--- src/design/wrf_ram.sv ---
// generic single-port-write ram with registered read
module wrf_ram #(
    parameter int WIDTH = 8,
    parameter int DEPTH = 8,
    localparam int AW   = (DEPTH > 1) ? $clog2(DEPTH) : 1
) (
    input  logic             i_clk,
    input  logic             i_we,
    input  logic [AW-1:0]    i_wr_addr,
    input  logic [WIDTH-1:0] i_wr_data,
    input  logic             i_rd_en,
    input  logic [AW-1:0]    i_rd_addr,
    output logic [WIDTH-1:0] o_rd_data
);

    logic [WIDTH-1:0] r_mem [DEPTH];
    logic [WIDTH-1:0] r_rd_data;

    always_ff @(posedge i_clk) begin
        if (i_we) begin
            r_mem[i_wr_addr] <= i_wr_data;
        end
        if (i_rd_en) begin
            r_rd_data <= r_mem[i_rd_addr];
        end
    end

    assign o_rd_data = r_rd_data;

endmodule

--- config.mk ---
export PLATFORM = sky130hd
export DESIGN_NAME = wrf_ram
export DESIGN_NICKNAME = d
export VERILOG_FILES = /design/src/design/wrf_ram.sv
export SDC_FILE = /design/constraint.sdc
export NUM_CORES = 1
export LEC_CHECK = 0
export BUFFER_PORTS_ARGS = -buffer_cell sky130_fd_sc_hd__buf_2
export CAP_MARGIN = 20
export CORE_MARGIN = 3
export CORE_UTILIZATION = 52
export DETAILED_ROUTE_END_ITERATION = 6
export PLACE_DENSITY = 0.78
export SLEW_MARGIN = 20
export SYNTH_ARGS = -nofsm -noshare
export SYNTH_HDL_FRONTEND = slang
export SYNTH_SLANG_ARGS = --single-unit
--- constraint.sdc ---
create_clock -name i_clk -period 1.5 [get_ports i_clk]
set_input_delay 0.15 -clock i_clk [delete_from_list [all_inputs] [get_ports i_clk]]
set_output_delay 0.15 -clock i_clk [all_outputs]
set_load 0.01 [all_outputs]
==> qor.txt, run 1 <==
status -> completed
final std cells w/o fill -> 225
CTS tree -> built
1st-iter DRT viols -> 87
IO Pins -> 25
post-synth top area share -> 78.0%
final count of hold timing violations -> 0
Worst Setup End Kind -> flip-flop
Top Layer Used -> met4
first-pass GRT wire length -> 6880 um
post-route minimum period -> 1400 ps
CTS H-tree depth -> 3
Syn. warnings -> 0
gr usage total -> 16.0%
Rel. slew slack -> 76.7%
commonest non-fill, non-tap cell in the layout -> edfxtp_1
Area Growth Syn to Fin -> 15.1%
Die ar. -> 0.00624 mm2
cts bufs inserted -> 9
Final nets -> 170
final core utilization -> 64.6%
post-synthesis sequential area ratio -> 78.0%
largest net degree at the start of global routing -> 17
DR vias -> 1245
clk sink count -> 72
commonest non-fill, non-tap cells in the layout -> edfxtp_1, buf_2, mux4_1
post-synth cell types -> 13
average wire per standard cell -> 19.2 um
RSZ-0062 raised after global routing -> false
Worst Tran Pin Value -> 349 ps
worst vdd ir -> 921 uV
postcts setup bufs -> 0
clock transition at the registers of the reported paths -> 70 ps
Pre-antenna DRT Iters -> 4
Post-DP Area -> 0.00301 mm2
worst hold path stage count -> 1
maximum clock rate -> 716 MHz
Die Ht -> 79.0 um
metal3 WL -> 201 um
Die X-Extent -> 79.0 um
Final Skew -> 5.36 ps
CP startpoint kind -> flip-flop
# fillers -> 360
dominant cells by area after synthesis -> edfxtp_1, mux4_1, mux2_2
final setup vio count -> 0
post-synth net total -> 131
vias per cell -> 5.53
placer congestion estimate -> 0.736
Root Buffer -> clkbuf_8
synthesized cell area -> 0.00277 mm2
dpl cells -> 209
fin area -> 0.00319 mm2
worst path required time -> 1590 ps
DR WL met2 -> 2210 um
routed length on met1 -> 1820 um
Crit Path Class -> reg2reg
initial antenna violation count -> 0
WP data arrival -> 1490 ps
row cnt -> 25
# diodes -> 0
DP Wirelength -> 2730 um
cell count of the worst reg-to-reg path -> 2
GR Overflow Total -> 0
core region area -> 0.00494 mm2
biggest area consumer among synthesized cells -> edfxtp_1
CP max FO -> 1
initial cell density of the core -> 56.1%
Clock Tree Buf Depth -> 2
hold_buf cts -> 0
share of cells above drive strength 1 -> 34.2%
post-route ant nets -> 0
Clk Latency, worst-skew pair -> 330 ps
fin. max-slew vios -> 0
drt total wl -> 4310 um
Final Cycle Share -> 93.1%
Leak -> 1.12 nW
Cells after Synth -> 114
input/output buffers -> 24
Max-Cap Viols -> 0
Min-Delay Path Class -> in2reg
post-synthesis sequential element count -> 72
Syn Area/Cell -> 24.3 um2
post-CTS sizing -> 0
power density over cell area -> 1230 mW/mm2
DRC viols -> 0
vias in the first global route -> 1312
==> flip-flops by register name, indices dropped and copies added, names as in the netlist <==
name	flops
r_mem	64
o_rd_data	8
==> metal layers <==
| layer | global-route usage (%) | vias to the layer above |
|---|---|---|
| li1 | - | 565 |
| met1 | 20.2 | 639 |
| met2 | 25.6 | 32 |
| met3 | 3.85 | 9 |
| met4 | 8.76 | 0 |
| met5 | 0 | - |
==> worst max-delay path, stage by stage, from the launching register on <==
cell and delay (ps):
edfxtp_1 370, mux4_1 510, mux2_2 270
==> worst paths after layout <==
path | startpoint | endpoint | slack (ps)
setup reg to reg | r_mem[3][4] | o_rd_data[4] | 100
hold / removal | i_wr_data[3] | r_mem[1][3] | 90
hold reg to reg | r_mem[0][5] | o_rd_data[5] | 750
setup / recovery | r_mem[3][4] | o_rd_data[4] | 100
==> synth_stat cells <==
master and n:
buf_1 1, buf_12 1, buf_2 1, buf_6 1, clkbuf_1 1, edfxtp_1 72, mux2_2 8, mux4_1 15
mux4_2 1, nand2_1 2, nand2b_1 3, nor2_1 6, nor3_1 2
==> metrics by stage <==
stage	hold WS (ps)	setup WS [ps]	setup TNS, ps	power (mW)
floorplan	249	66.9	0	2.48
global placement	403	1.64	0	2.57
detailed placement	420	-19.9	-81.9	2.58
CTS	67.4	97.7	0	3.95
global route	85.8	59.8	0	4.05
finish	87.4	103	0	3.91
==> final cells by class <==
class | count | area (um2) | share of cell area, %
sequential | 72 | 2160 | 67.8
tap | 67 | 83.8 | 2.63
clock buffer | 11 | 131 | 4.12
multi-input combinational | 37 | 566 | 17.7
clock inverter | 5 | 47.5 | 1.49
timing repair buffer | 33 | 200 | 6.27
==> power breakdown <==
group	switching, mW	internal (mW)
combinational	0.111	0.111
sequential	0.0157	2.30
clock	0.625	0.752
total	0.751	3.16
==> kinds of logic after synthesis <==
kind of cell | synth area share (%)
buffers and inverters | 1.58
and+or+nand+nor | 2.12
DFF | 78.0
muxes | 18.3
No activity file was read; power rests on OpenSTA's default activity.
==> inputs of run 2 (changes only) <==
SETUP_SLACK_MARGIN = 0.3   (was default)
==> qor.txt, run 2 (same netlist as run 1, synthesis figures left out) <==
post-route ant nets -> 0 (unchanged)
Die Ht -> 79.0 um (unchanged)
dpl cells -> 210 (+0.48%)
average wire per standard cell -> 20.5 um (+6.9%)
NetSw -> 803 uW (+7.0%)
RSZ-0062 raised after global routing -> true
post-route minimum period -> 1390 ps (-4.72 ps)
Clock Power Share -> 40.6% (+5.4 points)
Comb pwr share -> 5.9% (+0.2 points)
final count of hold timing violations -> 0 (unchanged)
Area Growth Syn to Fin -> 17.2%
maximum clock rate -> 718 MHz (+0.34%)
CP startpoint kind -> flip-flop
worst hold path stage count -> 1 (unchanged)
final std cells w/o fill -> 226 (+0.44%)
CTS H-tree depth -> 3 (unchanged)
drt total wl -> 4630 um (+7.3%)
Final Skew -> 8.10 ps (+2.75 ps)
Worst Tran Pin Value -> 403 ps (+53.2 ps)
row cnt -> 25 (unchanged)
worst hold margin -> 80.8 ps (-6.57 ps)
status -> completed
first-pass GRT wire length -> 7180 um (+4.3%)
Root Buffer -> clkbuf_8
Die X-Extent -> 79.0 um (unchanged)
Pre-antenna DRT Iters -> 4 (unchanged)
vias per cell -> 5.47 (-1.2%)
Largest Register -> r_mem
Pwr Total -> 4.33 mW (+11%)
core region area -> 0.00494 mm2 (unchanged)
cts bufs inserted -> 9 (unchanged)
Flop pwr share -> 53.4% (-5.7 points)
1st-iter DRT viols -> 110 (+26%)
Clock Tree Buf Depth -> 2 (unchanged)
# diodes -> 0 (unchanged)
placer congestion estimate -> 0.714 (-2.9%)
gr usage total -> 17.0% (+1.0 points)
fin. max-slew vios -> 0 (unchanged)
cell count of the worst reg-to-reg path -> 2 (unchanged)
DR vias -> 1236 (-0.72%)
initial antenna violation count -> 0 (unchanged)
max FFs per register -> 64 (unchanged)
fin area -> 0.00325 mm2 (+1.8%)
postcts setup bufs -> 0 (unchanged)
CP max FO -> 1 (unchanged)
IO Pins -> 25 (unchanged)
Crit Path Class -> reg2reg
CTS tree -> built
Post-DP Area -> 0.00301 mm2 (-0.12%)
Final nets -> 171 (+0.59%)
Int Power -> 3.53 mW (+12%)
switching part of the total -> 18.5% (-0.66 points)
share of cells above drive strength 1 -> 46.5% (+12 points)
input/output buffers -> 24 (unchanged)
Min-Delay Path Class -> in2reg
Clk Latency, worst-skew pair -> 340 ps (about the same)
clk sink count -> 72 (unchanged)
Rel. slew slack -> 73.2% (-3.5 points)
power density over cell area -> 1330 mW/mm2 (+8.9%)
Die ar. -> 0.00624 mm2 (unchanged)
GR Overflow Total -> 0 (unchanged)
worst path required time -> 1590 ps (about the same)
clock transition at the registers of the reported paths -> 80 ps (about the same)
initial cell density of the core -> 56.1% (unchanged)
Final Cycle Share -> 92.8% (-0.31 points)
Worst Setup End Kind -> flip-flop
WP data arrival -> 1480 ps (about the same)
final setup vio count -> 0 (unchanged)
vias in the first global route -> 1323 (+0.84%)
DRC viols -> 0 (unchanged)
Max-Cap Viols -> 0 (unchanged)
Leak -> 1.12 nW (+0.49%)
commonest non-fill, non-tap cells in the layout -> edfxtp_1, buf_2, mux4_2
commonest non-fill, non-tap cell in the layout -> edfxtp_1
largest net degree at the start of global routing -> 17 (unchanged)
worst vdd ir -> 769 uV (-17%)
[run 2: cell type report]
cell class                 count  area (um2)
clock inverter                 6         108
sequential                    72        2160
clock buffer                  10         128
tap                           67        83.8
fill                         359        1700
timing repair buffer          34         220
multi-input combinational     37         546
[run 2: critical path: stages (launching register included)]
cell and delay (ps):
edfxtp_1 390, mux4_2 480, mux2_4 280
[run 2: timing repair]
item                                    4_1_cts  5_1_grt
hold buffers                                  0        0
endpoints found under the setup margin        8        8
resized for setup                            12        1
endpoints found under the hold margin         0        0
[run 2: metrics by stage]
step                worst slack (ps)  TNS, ps  util (%)
CTS                              106        0      65.8
detailed placement             -61.3     -156      60.9
finish                           108        0      65.7
global placement                4.84        0      60.9
global route                    76.2        0      65.7
floorplan                        124        0         -
[run 2: power groups by stage]
| stage | combinational (mW) | clock, mW | sequential [mW] |
|---|---|---|---|
| after global placement | 0.230 | 0 | 2.35 |
| after floorplan | 0.131 | 0 | 2.36 |
| after global routing | 0.278 | 1.90 | 2.32 |
| after CTS | 0.261 | 1.80 | 2.32 |
| after detailed placement | 0.242 | 0 | 2.36 |
| final | 0.257 | 1.76 | 2.32 |
[run 2: final timing paths]
path                 from      endpoint  slack (ps)
max           r_mem[0][3]  o_rd_data[3]         110
max reg2reg   r_mem[0][3]  o_rd_data[3]         110
min          i_wr_data[0]   r_mem[5][0]          80
min reg2reg   r_mem[2][4]  o_rd_data[4]         760
[run 2: metal layers]
layer  track usage, %  routed length [um]
met2             26.9                2340
met4             9.28                  85
met3             5.44                 257
met5                0                   0
met1             20.9                1950
